$ cat config.mk
export PLATFORM = sky130hd
export DESIGN_NAME = led_color_crossfade_flat
export DESIGN_NICKNAME = d
export VERILOG_FILES = /design/src/rtl/lcf_pkg.sv /design/src/rtl/lcf_in_if.sv /design/src/rtl/lcf_out_if.sv /design/src/rtl/lcf_level_ram.sv /design/src/rtl/lcf_frac_div.sv /design/src/rtl/lcf_bri_scale.sv /design/src/rtl/led_color_crossfade.sv /design/src/flat_wrapper.sv
export SDC_FILE = /design/constraint.sdc
export NUM_CORES = 2
export LEC_CHECK = 0
export BUFFER_PORTS_ARGS = -buffer_cell sky130_fd_sc_hd__buf_2
export CORE_ASPECT_RATIO = 0.7
export CORE_MARGIN = 5
export CORE_UTILIZATION = 66
export DETAILED_ROUTE_END_ITERATION = 10
export PLACE_DENSITY = 0.86
export SLEW_MARGIN = 5
export SYNTH_ARGS = -nofsm -noshare
export SYNTH_HDL_FRONTEND = slang
export SYNTH_SLANG_ARGS = --single-unit
export TNS_END_PERCENT = 30
$ cat constraint.sdc
create_clock -name i_clk -period 10.5 [get_ports i_clk]
set_input_delay 1.05 -clock i_clk [delete_from_list [all_inputs] [get_ports i_clk]]
set_output_delay 1.05 -clock i_clk [all_outputs]
set_load 0.01 [all_outputs]
$ cat src/rtl/lcf_pkg.sv
// Shared types, constants and helpers for the LED color crossfade block.
// No dependencies; every other file of the block imports this package.
package lcf_pkg;

    localparam int CHANNELS_PER_COLOR = 4;
    localparam int NLEVELS            = 9;
    localparam int BRI_IDX            = 8;
    localparam int SEC_FIRST          = 4;
    localparam int SEC_LAST           = 7;
    localparam int LVL_AW             = $clog2(NLEVELS);
    localparam int FRAC_W             = 16;
    localparam int DIV_CNT_W          = $clog2(FRAC_W + 1);
    localparam int DIV100_SHIFT       = 24;

    localparam logic [LVL_AW-1:0] LAST_IDX   = LVL_AW'(NLEVELS - 1);
    localparam logic [FRAC_W-1:0] FRAC_STEP  = 16'd262;
    localparam logic [FRAC_W:0]   FRAC_ONE   = 17'h10000;

    // floor(x / 100) == (x * DIV100_RECIP) >> 24 holds for every x below 65536.
    localparam logic [17:0] DIV100_RECIP = 18'd167773;

    localparam logic [15:0] TRANSITION_RESET  = 16'd700;
    localparam logic [7:0]  BRI_PERCENT_RESET = 8'd100;

    localparam logic [1:0] CFG_TRANSITION = 2'd0;
    localparam logic [1:0] CFG_FADE_EN    = 2'd1;
    localparam logic [1:0] CFG_BRI_PCT    = 2'd2;
    localparam logic [1:0] CFG_SEC_FADE   = 2'd3;

    localparam logic OP_TARGET = 1'b0;
    localparam logic OP_TICK   = 1'b1;

    typedef logic [7:0] t_level;

    typedef struct packed {
        t_level start;
        t_level goal;
        t_level shown;
    } t_level_word;

    typedef struct packed {
        logic              en;
        logic [LVL_AW-1:0] addr;
        t_level_word       data;
    } t_ram_wr;

    typedef struct packed {
        logic   operation;
        t_level primary_red;
        t_level primary_green;
        t_level primary_blue;
        t_level primary_white;
        t_level second_red;
        t_level second_green;
        t_level second_blue;
        t_level second_white;
        t_level brightness;
    } t_in_item;

    typedef struct packed {
        t_level out_primary_red;
        t_level out_primary_green;
        t_level out_primary_blue;
        t_level out_primary_white;
        t_level out_second_red;
        t_level out_second_green;
        t_level out_second_blue;
        t_level out_second_white;
        t_level out_brightness;
        logic   fading;
    } t_out_item;

    // A level slot is live unless it is a white slot of a three-channel color.
    function automatic logic level_used(input logic [LVL_AW-1:0] idx);
        return (idx == LVL_AW'(BRI_IDX)) ||
               ({1'b0, idx[1:0]} < 3'(CHANNELS_PER_COLOR));
    endfunction

endpackage

$ cat src/rtl/lcf_in_if.sv
// Input channel of the LED color crossfade block: valid/ready plus one item.
// Depends on lcf_pkg for the item type.
interface lcf_in_if;
    logic              valid;
    logic              ready;
    lcf_pkg::t_in_item data;

    modport source (output valid, output data, input ready);
    modport sink   (input valid, input data, output ready);
endinterface

$ cat src/rtl/lcf_out_if.sv
// Result channel of the LED color crossfade block: valid/ready plus one item.
// Depends on lcf_pkg for the item type.
interface lcf_out_if;
    logic               valid;
    logic               ready;
    lcf_pkg::t_out_item data;

    modport source (output valid, output data, input ready);
    modport sink   (input valid, input data, output ready);
endinterface

$ cat src/rtl/lcf_level_ram.sv
// Level memory: start, goal and shown level of each of the nine slots.
// Depends on lcf_pkg. Registered read, valid bits give reset zeros.
module lcf_level_ram
    import lcf_pkg::*;
(
    input  logic              i_clk,
    input  logic              i_rst_n,
    input  logic              i_rd_en,
    input  logic [LVL_AW-1:0] i_rd_addr,
    output t_level_word       o_rd_data,
    input  t_ram_wr           i_wr
);

    t_level_word        r_mem [NLEVELS];
    logic [NLEVELS-1:0] r_valid;
    t_level_word        r_rd_data;

    always_ff @(posedge i_clk) begin
        if (i_wr.en) begin
            r_mem[i_wr.addr] <= i_wr.data;
        end
        if (i_rd_en) begin
            // A write to the entry being read wins, so the read sees new data.
            if (i_wr.en && (i_wr.addr == i_rd_addr)) begin
                r_rd_data <= i_wr.data;
            end else if (r_valid[i_rd_addr]) begin
                r_rd_data <= r_mem[i_rd_addr];
            end else begin
                r_rd_data <= '0;
            end
        end
    end

    always_ff @(posedge i_clk) begin
        if (!i_rst_n) begin
            r_valid <= '0;
        end else if (i_wr.en) begin
            r_valid[i_wr.addr] <= 1'b1;
        end
    end

    assign o_rd_data = r_rd_data;

endmodule

$ cat src/rtl/lcf_frac_div.sv
// Restoring divider forming the Q0.16 fade fraction elapsed * 65536 / length.
// Depends on lcf_pkg. One quotient bit per cycle; elapsed must be below length.
module lcf_frac_div
    import lcf_pkg::*;
(
    input  logic              i_clk,
    input  logic              i_rst_n,
    input  logic              i_start,
    input  logic [15:0]       i_elapsed,
    input  logic [15:0]       i_len,
    output logic              o_done,
    output logic [FRAC_W-1:0] o_frac
);

    logic                 r_busy;
    logic                 r_done;
    logic [DIV_CNT_W-1:0] r_cnt;
    logic [15:0]          r_rem;
    logic [15:0]          r_len;
    logic [FRAC_W-1:0]    r_quot;
    logic [16:0]          n_shift;
    logic [16:0]          n_diff;

    assign n_shift = {r_rem, 1'b0};
    assign n_diff  = n_shift - {1'b0, r_len};

    always_ff @(posedge i_clk) begin
        if (!i_rst_n) begin
            r_busy <= 1'b0;
            r_done <= 1'b0;
            r_cnt  <= '0;
        end else begin
            r_done <= 1'b0;
            if (i_start) begin
                r_busy <= 1'b1;
                r_cnt  <= DIV_CNT_W'(FRAC_W);
            end else if (r_busy) begin
                r_cnt <= r_cnt - DIV_CNT_W'(1);
                if (r_cnt == DIV_CNT_W'(1)) begin
                    r_busy <= 1'b0;
                    r_done <= 1'b1;
                end
            end
        end
    end

    // The remainder always stays below the divisor, so 16 bits hold it.
    always_ff @(posedge i_clk) begin
        if (i_start) begin
            r_rem <= i_elapsed;
            r_len <= i_len;
        end else if (r_busy) begin
            if (!n_diff[16]) begin
                r_rem  <= n_diff[15:0];
                r_quot <= {r_quot[FRAC_W-2:0], 1'b1};
            end else begin
                r_rem  <= n_shift[15:0];
                r_quot <= {r_quot[FRAC_W-2:0], 1'b0};
            end
        end
    end

    assign o_done = r_done;
    assign o_frac = r_quot;

endmodule

$ cat src/rtl/lcf_bri_scale.sv
// Brightness scaler: level * percent / 100, saturated at 255, two stages.
// Depends on lcf_pkg for the reciprocal of 100.
module lcf_bri_scale
    import lcf_pkg::*;
(
    input  logic       i_clk,
    input  logic       i_rst_n,
    input  logic       i_valid,
    input  t_level     i_level,
    input  logic [7:0] i_percent,
    output logic       o_valid,
    output t_level     o_bri
);

    logic        r_v1;
    logic        r_v2;
    logic [15:0] r_prod;
    logic [33:0] r_scaled;
    logic [9:0]  n_quot;

    always_ff @(posedge i_clk) begin
        if (!i_rst_n) begin
            r_v1 <= 1'b0;
            r_v2 <= 1'b0;
        end else begin
            r_v1 <= i_valid;
            r_v2 <= r_v1;
        end
    end

    always_ff @(posedge i_clk) begin
        r_prod   <= 16'(i_level) * 16'(i_percent);
        r_scaled <= 34'(r_prod) * 34'(DIV100_RECIP);
    end

    assign n_quot  = r_scaled[DIV100_SHIFT +: 10];
    assign o_bri   = (n_quot > 10'd255) ? 8'hFF : n_quot[7:0];
    assign o_valid = r_v2;

endmodule

$ cat src/rtl/led_color_crossfade.sv
// Linear crossfade of a primary and a secondary RGBW color and a master brightness. An item is
// either a new target or a one-millisecond tick; at most one result comes out per item. The nine
// levels live in a small memory that is swept one slot per cycle, and a fade fraction comes from a
// 16-step divider. A target takes a compare sweep and, if it differs from the goal, a sweep that
// starts a fade or jumps. A tick with a fade running ends it with a sweep or runs the divider and,
// if the fraction advanced enough, an interpolation sweep. Jumps and swept ticks then scale
// brightness and give a result. A new item is taken only when the previous one is done, but a
// result may still wait in the output register. No clearing pass is needed after reset.
module led_color_crossfade
    import lcf_pkg::*;
(
    input  logic        i_clk,
    input  logic        i_rst_n,
    input  logic        i_cfg_we,
    input  logic [1:0]  i_cfg_idx,
    input  logic [15:0] i_cfg_data,
    lcf_in_if.sink      i_in,
    lcf_out_if.source   o_out
);

    localparam logic [2:0] S_IDLE = 3'd0;
    localparam logic [2:0] S_DIV  = 3'd1;
    localparam logic [2:0] S_PASS = 3'd2;
    localparam logic [2:0] S_BRI  = 3'd3;
    localparam logic [2:0] S_OUT  = 3'd4;

    localparam logic [2:0] M_CMP      = 3'd0;
    localparam logic [2:0] M_FADE_SET = 3'd1;
    localparam logic [2:0] M_JUMP     = 3'd2;
    localparam logic [2:0] M_END      = 3'd3;
    localparam logic [2:0] M_INTERP   = 3'd4;

    // Configuration
    logic [15:0] r_transition;
    logic        r_fade_en;
    logic [7:0]  r_bri_pct;
    logic        r_sec_fade;

    // Control state
    logic [2:0]        r_state;
    logic [2:0]        r_mode;
    logic              r_rd_busy;
    logic [LVL_AW-1:0] r_rd_idx;
    logic              r_v1;
    logic              r_v2;
    logic              r_neq;
    logic              r_running;
    logic [15:0]       r_elapsed;
    logic [FRAC_W-1:0] r_last;
    logic [15:0]       r_fade_len;
    logic              r_bri_go;
    logic              r_out_valid;

    // Data path
    t_level            r_tgt [NLEVELS];
    logic [LVL_AW-1:0] r_idx1;
    logic [LVL_AW-1:0] r_idx2;
    t_level_word       r_w2;
    logic [24:0]       r_p0;
    logic [23:0]       r_p1;
    logic [FRAC_W-1:0] r_frac;
    t_level            r_stage [NLEVELS];
    logic              r_stage_fading;
    t_level            r_bri_out;
    t_out_item         r_out_data;

    t_level            in_lv [NLEVELS];
    logic              in_acc;
    logic [15:0]       n_elapsed;
    t_level_word       rd_data;
    t_ram_wr           ram_wr;
    logic [24:0]       interp_sum;
    t_level            interp_lv;
    logic              is_sec;
    logic              stage_we;
    t_level            stage_val;
    logic              neq_now;
    logic              pass_end;
    logic              div_start;
    logic              div_done;
    logic [FRAC_W-1:0] div_frac;
    logic              bri_valid;
    t_level            bri_val;

    assign in_acc    = i_in.valid && i_in.ready;
    assign i_in.ready = (r_state == S_IDLE);
    assign n_elapsed = (r_elapsed == 16'hFFFF) ? r_elapsed : r_elapsed + 16'd1;
    assign pass_end  = r_v2 && (r_idx2 == LAST_IDX);
    assign div_start = in_acc && (i_in.data.operation == OP_TICK) && r_running &&
                       (n_elapsed < r_fade_len);
    assign is_sec    = (r_idx2 >= LVL_AW'(SEC_FIRST)) && (r_idx2 <= LVL_AW'(SEC_LAST));

    always_comb begin
        in_lv[0] = i_in.data.primary_red;
        in_lv[1] = i_in.data.primary_green;
        in_lv[2] = i_in.data.primary_blue;
        in_lv[3] = i_in.data.primary_white;
        in_lv[4] = i_in.data.second_red;
        in_lv[5] = i_in.data.second_green;
        in_lv[6] = i_in.data.second_blue;
        in_lv[7] = i_in.data.second_white;
        in_lv[8] = i_in.data.brightness;
    end

    lcf_level_ram u_ram (
        .i_clk     (i_clk),
        .i_rst_n   (i_rst_n),
        .i_rd_en   (r_rd_busy),
        .i_rd_addr (r_rd_idx),
        .o_rd_data (rd_data),
        .i_wr      (ram_wr)
    );

    lcf_frac_div u_div (
        .i_clk     (i_clk),
        .i_rst_n   (i_rst_n),
        .i_start   (div_start),
        .i_elapsed (n_elapsed),
        .i_len     (r_fade_len),
        .o_done    (div_done),
        .o_frac    (div_frac)
    );

    lcf_bri_scale u_bri (
        .i_clk     (i_clk),
        .i_rst_n   (i_rst_n),
        .i_valid   (r_bri_go),
        .i_level   (r_stage[BRI_IDX]),
        .i_percent (r_bri_pct),
        .o_valid   (bri_valid),
        .o_bri     (bri_val)
    );

    // Write-back stage of the sweep: one slot per cycle, decided by the pass mode.
    always_comb begin
        ram_wr.en   = 1'b0;
        ram_wr.addr = r_idx2;
        ram_wr.data = r_w2;
        stage_we    = 1'b0;
        stage_val   = r_w2.goal;
        neq_now     = 1'b0;
        interp_sum  = r_p0 + 25'(r_p1);
        interp_lv   = interp_sum[23:16];
        if (!r_sec_fade && is_sec) begin
            interp_lv = r_w2.goal;
        end
        if (r_v2) begin
            unique case (r_mode)
                M_CMP: begin
                    neq_now = (r_w2.goal != r_tgt[r_idx2]);
                end
                M_FADE_SET: begin
                    ram_wr.en         = 1'b1;
                    ram_wr.data.start = r_w2.shown;
                    ram_wr.data.goal  = r_tgt[r_idx2];
                    ram_wr.data.shown = r_w2.shown;
                end
                M_JUMP: begin
                    ram_wr.en         = 1'b1;
                    ram_wr.data.start = r_tgt[r_idx2];
                    ram_wr.data.goal  = r_tgt[r_idx2];
                    ram_wr.data.shown = r_tgt[r_idx2];
                    stage_we          = 1'b1;
                    stage_val         = r_tgt[r_idx2];
                end
                M_END: begin
                    ram_wr.en         = 1'b1;
                    ram_wr.data.start = r_w2.goal;
                    ram_wr.data.goal  = r_w2.goal;
                    ram_wr.data.shown = r_w2.goal;
                    stage_we          = 1'b1;
                    stage_val         = r_w2.goal;
                end
                M_INTERP: begin
                    ram_wr.en         = 1'b1;
                    ram_wr.data.shown = interp_lv;
                    stage_we          = 1'b1;
                    stage_val         = interp_lv;
                end
                default: begin
                end
            endcase
        end
    end

    always_ff @(posedge i_clk) begin
        if (!i_rst_n) begin
            r_transition <= TRANSITION_RESET;
            r_fade_en    <= 1'b1;
            r_bri_pct    <= BRI_PERCENT_RESET;
            r_sec_fade   <= 1'b1;
        end else if (i_cfg_we) begin
            unique case (i_cfg_idx)
                CFG_TRANSITION: r_transition <= i_cfg_data;
                CFG_FADE_EN:    r_fade_en    <= i_cfg_data[0];
                CFG_BRI_PCT:    r_bri_pct    <= i_cfg_data[7:0];
                CFG_SEC_FADE:   r_sec_fade   <= i_cfg_data[0];
            endcase
        end
    end

    always_ff @(posedge i_clk) begin
        if (!i_rst_n) begin
            r_state     <= S_IDLE;
            r_mode      <= M_CMP;
            r_rd_busy   <= 1'b0;
            r_rd_idx    <= '0;
            r_v1        <= 1'b0;
            r_v2        <= 1'b0;
            r_neq       <= 1'b0;
            r_running   <= 1'b0;
            r_elapsed   <= '0;
            r_last      <= '0;
            r_fade_len  <= '0;
            r_bri_go    <= 1'b0;
            r_out_valid <= 1'b0;
        end else begin
            r_bri_go <= 1'b0;
            if (r_rd_busy) begin
                r_rd_idx <= r_rd_idx + LVL_AW'(1);
                if (r_rd_idx == LAST_IDX) begin
                    r_rd_busy <= 1'b0;
                end
            end
            r_v1 <= r_rd_busy;
            r_v2 <= r_v1;
            if (neq_now) begin
                r_neq <= 1'b1;
            end
            if (r_out_valid && o_out.ready) begin
                r_out_valid <= 1'b0;
            end

            unique case (r_state)
                S_IDLE: begin
                    if (in_acc) begin
                        if (i_in.data.operation == OP_TARGET) begin
                            r_mode    <= M_CMP;
                            r_neq     <= 1'b0;
                            r_rd_busy <= 1'b1;
                            r_rd_idx  <= '0;
                            r_state   <= S_PASS;
                        end else if (r_running) begin
                            r_elapsed <= n_elapsed;
                            if (n_elapsed >= r_fade_len) begin
                                r_mode    <= M_END;
                                r_running <= 1'b0;
                                r_last    <= '0;
                                r_rd_busy <= 1'b1;
                                r_rd_idx  <= '0;
                                r_state   <= S_PASS;
                            end else begin
                                r_state <= S_DIV;
                            end
                        end
                    end
                end
                S_DIV: begin
                    if (div_done) begin
                        if ((div_frac < r_last) || ((div_frac - r_last) < FRAC_STEP)) begin
                            r_state <= S_IDLE;
                        end else begin
                            r_last    <= div_frac;
                            r_mode    <= M_INTERP;
                            r_rd_busy <= 1'b1;
                            r_rd_idx  <= '0;
                            r_state   <= S_PASS;
                        end
                    end
                end
                S_PASS: begin
                    if (pass_end) begin
                        if (r_mode == M_CMP) begin
                            if (!(r_neq || neq_now)) begin
                                r_state <= S_IDLE;
                            end else begin
                                r_elapsed <= '0;
                                r_last    <= '0;
                                r_rd_busy <= 1'b1;
                                r_rd_idx  <= '0;
                                if (r_fade_en && (r_transition != 16'd0)) begin
                                    r_mode     <= M_FADE_SET;
                                    r_running  <= 1'b1;
                                    r_fade_len <= r_transition;
                                end else begin
                                    r_mode    <= M_JUMP;
                                    r_running <= 1'b0;
                                end
                            end
                        end else if (r_mode == M_FADE_SET) begin
                            r_state <= S_IDLE;
                        end else begin
                            r_bri_go <= 1'b1;
                            r_state  <= S_BRI;
                        end
                    end
                end
                S_BRI: begin
                    if (bri_valid) begin
                        r_state <= S_OUT;
                    end
                end
                S_OUT: begin
                    if (!r_out_valid || o_out.ready) begin
                        r_out_valid <= 1'b1;
                        r_state     <= S_IDLE;
                    end
                end
                default: begin
                    r_state <= S_IDLE;
                end
            endcase
        end
    end

    always_ff @(posedge i_clk) begin
        if (in_acc) begin
            for (int i = 0; i < NLEVELS; i++) begin
                r_tgt[i] <= level_used(LVL_AW'(i)) ? in_lv[i] : 8'd0;
            end
        end
        r_idx1 <= r_rd_idx;
        r_idx2 <= r_idx1;
        r_w2   <= rd_data;
        r_p0   <= 25'(rd_data.start) * 25'(FRAC_ONE - {1'b0, r_frac});
        r_p1   <= 24'(rd_data.goal) * 24'(r_frac);
        if ((r_state == S_DIV) && div_done) begin
            r_frac <= div_frac;
        end
        if (stage_we) begin
            r_stage[r_idx2] <= stage_val;
        end
        if (pass_end) begin
            r_stage_fading <= (r_mode == M_INTERP);
        end
        if ((r_state == S_BRI) && bri_valid) begin
            r_bri_out <= bri_val;
        end
        if ((r_state == S_OUT) && (!r_out_valid || o_out.ready)) begin
            r_out_data.out_primary_red   <= r_stage[0];
            r_out_data.out_primary_green <= r_stage[1];
            r_out_data.out_primary_blue  <= r_stage[2];
            r_out_data.out_primary_white <= r_stage[3];
            r_out_data.out_second_red    <= r_stage[4];
            r_out_data.out_second_green  <= r_stage[5];
            r_out_data.out_second_blue   <= r_stage[6];
            r_out_data.out_second_white  <= r_stage[7];
            r_out_data.out_brightness    <= r_bri_out;
            r_out_data.fading            <= r_stage_fading;
        end
    end

    assign o_out.valid = r_out_valid;
    assign o_out.data  = r_out_data;

endmodule

$ cat src/flat_wrapper.sv
// flat-port wrapper written by rule: the top's interface ports become plain ports
module led_color_crossfade_flat import lcf_pkg::*;
  (i_clk, i_rst_n, i_cfg_we, i_cfg_idx, i_cfg_data, i_in_valid, i_in_data, i_in_ready, o_out_valid, o_out_data, o_out_ready);
  lcf_in_if i_in_i ();
  lcf_out_if o_out_i ();
  input  logic i_clk;
  input  logic i_rst_n;
  input  logic i_cfg_we;
  input  logic [1:0] i_cfg_idx;
  input  logic [15:0] i_cfg_data;
  input wire logic [$bits(i_in_i.valid)-1:0] i_in_valid;
  input wire logic [$bits(i_in_i.data)-1:0] i_in_data;
  output wire logic [$bits(i_in_i.ready)-1:0] i_in_ready;
  output wire logic [$bits(o_out_i.valid)-1:0] o_out_valid;
  output wire logic [$bits(o_out_i.data)-1:0] o_out_data;
  input wire logic [$bits(o_out_i.ready)-1:0] o_out_ready;
  assign i_in_i.valid = i_in_valid;
  assign i_in_i.data = i_in_data;
  assign i_in_ready = i_in_i.ready;
  assign o_out_valid = o_out_i.valid;
  assign o_out_data = o_out_i.data;
  assign o_out_i.ready = o_out_ready;
  led_color_crossfade u_core (.i_clk(i_clk), .i_rst_n(i_rst_n), .i_cfg_we(i_cfg_we), .i_cfg_idx(i_cfg_idx), .i_cfg_data(i_cfg_data), .i_in(i_in_i), .o_out(o_out_i));
endmodule
==> Word level (Yosys, flattened, before mapping) <==
Memory sizes are Yosys's and may differ from the RTL's. A register that Yosys moved wholly into a read port is not among the register bits.
Index checks and enable logic that the tools add are counted.
{ "op_classes": {"add_sub_neg": 7, "mul": 4, "n_div": 0, "order_cmp": 10, "eq_ne": 31, "n_shift": 0, "n_mux": 114, "n_bitwise": 6, "n_reduce_logical": 42} }
{ "op_table": {"columns": ["cell", "n"], "rows": [
  ["2-to-1 mux 16 bit", 16],
  ["case mux 16 bit (3 select lines)", 2],
  ["2-to-1 mux 24 bit", 3],
  ["2-to-1 mux 3 bit", 18],
  ["2-to-1 mux 1 bit", 46],
  ["2-to-1 mux 4 bit", 11],
  ["multiplier 16 x 18 -> 34 bit, second input constant", 1],
  ["< comparator 16 bit", 2],
  ["case mux 16 bit (2 select lines)", 1],
  ["multiplier 8 x 25 -> 24 bit", 1],
  ["adder 24 bit", 1],
  ["multiplier 8 x 16 -> 24 bit", 1],
  ["case mux 8 bit (3 select lines)", 1],
  ["subtractor 17 x 16 -> 18 bit, first input constant", 1],
  ["subtractor 17 x 16 -> 17 bit", 1],
  ["adder 16 x 1 -> 16 bit, second input constant", 1],
  ["equality test 16 bit, second input constant", 1],
  ["greater-or-equal comparator 16 bit", 1],
  ["< comparator 16 x 9 -> 1 bit, second input constant", 1],
  ["multiplier 8 x 8 -> 16 bit", 1],
  ["2-to-1 mux 8 bit", 2],
  ["case mux 8 bit (2 select lines)", 1],
  ["nonzero test 16 bit", 1],
  ["subtractor 16 bit", 1],
  ["46 further kinds", 98]
]} }
{ "word_totals": {"regBits": 345, "latchBits": 0, "ramBits": 360, "rom_bits": 0, "in_bits": 96, "memories": 3} }
{ "memory_table": {"columns": ["memory", "depth", "word_bits", "rd", "rd_ports_with_merged_regs", "write_ports", "line", "source"], "rows": [
  ["u_core.u_ram.r_mem", 9, 24, 1, 1, 1, "lcf_level_ram.sv:14", "t_level_word r_mem [NLEVELS];"],
  ["u_core.r_stage", 9, 8, 9, 8, 1, "led_color_crossfade.sv:62", "t_level r_stage [NLEVELS];"],
  ["u_core.r_tgt", 9, 8, 1, 1, 9, "led_color_crossfade.sv:55", "t_level r_tgt [NLEVELS];"]
]} }

==> Logic depth before layout (Yosys ltp) <==
{ "logic_depth": {"ltp_word": 9, "mapped_depth": 25} }

==> Modules after synthesis <==
A second synthesis with hierarchy kept.
{ "hier_totals": {"hier_cells": 3882, "hier_area_um2": 45528.7} }
{ "modules_own_cells": {"columns": ["module", "n_inst", "cells_each", "area_per_inst_um2", "seq_area_each_um2"], "rows": [
  ["led_color_crossfade", 1, 2357, 25129.1, 10690.3],
  ["lcf_level_ram", 1, 467, 9696.8, 7387.1],
  ["lcf_bri_scale", 1, 809, 7773.7, 560.5],
  ["lcf_frac_div", 1, 249, 2929.1, 1581.5]
]} }

==> Worst setup path before layout <==
OpenSTA, ideal clock, no wires.
{ "synth_path": {"path_type": "register to register", "start": "reg u_core.r_frac[5]", "end": "reg u_core.r_p0[22]", "setup_ns": 0.072, "arrival_time_ns": 5.702, "required_ns": 10.428, "setup_slack_ns": 4.726, "path_stages_with_launch": 22, "path_buffers": 1, "period_less_slack_ns": 5.774, "path_cell_list": "edfxtp_1 -> clkbuf_1 -> or4_1 -> nor4_1 -> nand2_1 -> xor2_1 -> and2_1 -> fa_1 -> fa_1 -> fa_1 -> inv_1 -> fa_1 -> inv_1 -> ha_1 -> and3_1 -> o311a_1 -> nor2_1 -> a2111oi_0 -> or3_1 -> a21oi_1 -> o21ai_0 -> xor2_1"} }
{ "synth_via": {"elab_chain_len": 2} }
{ "synth_lines": {"columns": ["element", "line", "source"], "rows": [
  ["from (decl)", "led_color_crossfade.sv:61", "logic [FRAC_W-1:0] r_frac;"],
  ["from (signal assigned)", "led_color_crossfade.sv:328", "r_frac <= div_frac;"],
  ["subtractor 17 x 16 -> 18 bit", "led_color_crossfade.sv:325", "r_p0 <= 25'(rd_data.start) * 25'(FRAC_ONE - {1'b0, r_frac});"],
  ["multiplier 8 x 25 -> 24 bit", "led_color_crossfade.sv:325", null],
  ["to (signal assigned)", "led_color_crossfade.sv:325", null],
  ["to (decl)", "led_color_crossfade.sv:59", "logic [24:0] r_p0;"]
]} }
No other way between the ends.
A chain may end at the register's enable or synchronous reset.

==> Worst setup path after layout <==
{ "layout_path": {"start": "reg u_core.r_frac[4]", "end": "reg u_core.r_p0[22]"} }
Same word-level chain as after synthesis.

==> reports/results.tsv <==
metric	value	unit
cp-start-kind	flip-flop	
synth_seq_cells	745	
grt_pass1_wl	164.9	mm
use_met3	8.327	%
setup_viol	0	
via_per_inst	6.050	
syn_area_per_cell	11.81	um^2
post_cts_buffers	0	
power.density	301.6	mW/mm^2
fp-row-count	79	
ctsResizeCount	0	
synthAdderAreaFrac	23.38	%
finalCritPeriodShare	65.55	%
drt_wl_total	105.0	mm
grt_overflow	0	
critical_path_class	flip-flop to flip-flop	
internal_power	8.590	mW
synth_mux_area_share	4.984	%
synth_top_family_by_area	adder cells	
max_freq	0.1453	GHz
clockBufferDepth	3	
ir_drop	0.8486	mV
pwr-share-clk	18.1	%
crit_path_start	u_core.r_frac[4]$_DFFE_PP_	
fin_tns_setup	0	ps
gp_congestion	0.9937	
required	11070	ps
rr_startpoint	u_core.r_frac[4]$_DFFE_PP_	
drv_slew	0	
vias	29410	
max_slew_margin	9.605	%
globalRouteMet1Util	42.26	%
grt_usage	29.11	%
synth.cell_area	0.04449	mm^2
synth_edf_count	530	
max_stage_delay	740	ps
final.setup.worst_slack	3617	ps
synth_compound_area_share	7.071	%
ant_nets	0	
cts_tree	done	
rsz0062_at_grt	false	
use_met2	43.42	%
synth_xor_area_share	2.399	%
clockRootBuffer	clkbuf_16	
comb_power_share	57.6	%
outcome	finished, final reports clean	
drive_gt1_share	10.81	%
finalPower	14.65	mW
crit_chain	or4_1 > nor4_1 > nand2_1 > xor2_1 > and2_1 > fa_1 > fa_1 > fa_1 > inv_1 > fa_1 > inv_1 > ha_1 > and3_1 > o311a_1 > nor2_1 > a2111oi_0 > or3_1 > a21oi_1 > o21ai_0 > xor2_1	
clock_latency	650	ps
syn2layout_area_growth	9.219	%
end_kind	flip-flop	
grt_max_degree	125	
synth_fp_nets	4508	
post_drt_wl_per_cell	21.61	um
skew	27.01	ps
ios	171	
drc	0	
die_area	0.07278	mm^2
busiest_layer	met2	
yosys_warnings	0	
die_w	320.3	um
grt_pass1_vias	29411	
yosysSeqAreaShare	45.45	%
cts_made_buffers	72	
hold_buffers	0	
yosysUniqueCellTypes	81	
hold_start	u_core.r_idx1[3]$_DFF_P_	
yosys.area_share.simple	11.64	%
period_minus_slack	6883	ps
synth_cells	3768	
initial_utilization	66.78	%
arrival	7450	ps
cts.clk_slew.worst_paths	60	ps
antenna_found_initial	2	
drv_cap	0	
tightest_slew	1342	ps
dr.pass1.iters	6	
path_common_cell	fa_1	
seq_power_share	24.3	%
yosys_most_used_dff	edfxtp_1	
hold_viol_final	0	
reg2reg_slack	3620	ps
first_iter_violations	3364	
cts_max_level	3	
pre_cts_slack	3761	ps
critPathMaxFanout	11	
path_buf_inv	2	
io_buffers	170	
place_inst	4728	
dpl.hpwl	75.35	mm
final_nets	4651	
die_y	227.2	um
synthArstFlopShare	0	%
core_area	0.06662	mm^2
final_cells	4861	
cp_top_family	adder cells	
p_leak	20.29	nW
cts_sinks	745	
netSwitchingFraction	41.37	%
switchingPower	6.062	mW
cpMaxStageDelayCell	a2111oi_0	
hold_path.class	flip-flop to flip-flop	
[logic make-up after synthesis]
family	count (synthesis)
mux	140
xor+xnor	121
flops	745
buf+inv	591
compound gates	479
simple gates	1048
fa+ha+maj	644
[worst register-to-register path: cells and delay by family, from the launching register on]
family                   cells  cell delay [ps]
buffers and inverters        2              100
AO/OA/AOI/OAI                4             1260
adder cells (fa/ha/maj)      5             2300
flip-flops                   1              560
AND/OR/NAND/NOR              7             1870
XOR/XNOR                     2              740
[power groups by stage]
stage	registers [mW]	clock network (mW)	logic, mW
floorplan	3.49	0	6.20
global placement	3.60	0	7.84
detailed placement	3.60	0	8.34
CTS	3.54	2.69	8.46
global route	3.57	2.81	9.84
finish	3.56	2.66	8.44
[registers in the layout, summed over array words and instances, names as in the netlist, 24 cells and up]
name / count
u_core.u_ram.o_rd_data: 24
u_core.u_ram.r_mem: 216
u_core.r_p1: 24
u_core.r_stage: 72
u_core.r_w2: 24
o_out_data: 64
u_core.r_tgt: 72
u_core.r_p0: 24
[synth_stat cells (all sizes together) (42+ instances only)]
master,n,area [um^2]
edfxtp,530,15920
inv,460,1727
nand2,366,1374
ha,332,4154
fa,312,6246
and2,234,1464
dfxtp,215,4304
nor2,142,533.0
a21oi,119,595.6
clkbuf,107,401.6
o21ai,104,520.5
xnor2,81,716.9
nand3,75,380.4
mux2i,64,640.6
mux4,64,1441
nor3,58,290.3
nor2b,42,262.8
[layout by cell type, fill, tap and decap left out, types with 16 or more instances in the layout]
cell type / count
nor2b_1: 42
edfxtp_1: 530
nand2b_1: 26
and2_1: 234
o2bb2ai_1: 20
buf_2: 169
a31oi_1: 23
dfxtp_1: 212
o21ai_0: 100
o21a_1: 30
or3_1: 16
nand2_1: 366
inv_1: 458
xnor2_1: 80
a21boi_0: 22
mux2i_1: 64
nand3_1: 74
xor2_1: 40
nor3_1: 53
mux4_2: 64
a21oi_1: 119
buf_4: 29
and3_1: 18
ha_1: 332
nor2_1: 136
or2_2: 16
a21o_1: 33
fa_1: 312
clkbuf_16: 73
[path summary, 6_finish.rpt]
path                              endpoint  cells past startpoint
setup / recovery   u_core.r_p0[22]$_DFF_P_                     20
hold / removal    u_core.r_idx2[3]$_DFF_P_                      0
setup reg to reg   u_core.r_p0[22]$_DFF_P_                     20
hold reg to reg   u_core.r_idx2[3]$_DFF_P_                      0
[layout make-up]
type                            instances  area, um^2
Antenna cell                            2       5.005
Clock buffer                           87        1929
Clock inverter                         44       459.2
Fill cell                            4375       18030
Inverter                              462        1734
Multi-Input combinational cell       2432       22060
Sequential cell                       745       20230
Tap cell                              891        1115
Timing Repair Buffer                  198        1064
[metrics by stage]
step                      hold WS (ps)  cell area, um^2  util [%]
after floorplan                  309.6            44490         -
after global placement           310.0            46200     69.34
after detailed placement         312.1            46200     69.34
after CTS                        326.5            48580     72.93
after global routing             343.7            48590     72.93
final                            327.3            48590     72.93
[layer usage]
metal	up-vias	wire [um]
li1	13243	-
met1	14335	43850
met2	1571	45830
met3	261	12090
met4	0	3263
met5	-	0
No activity file was read; power rests on OpenSTA's default activity.
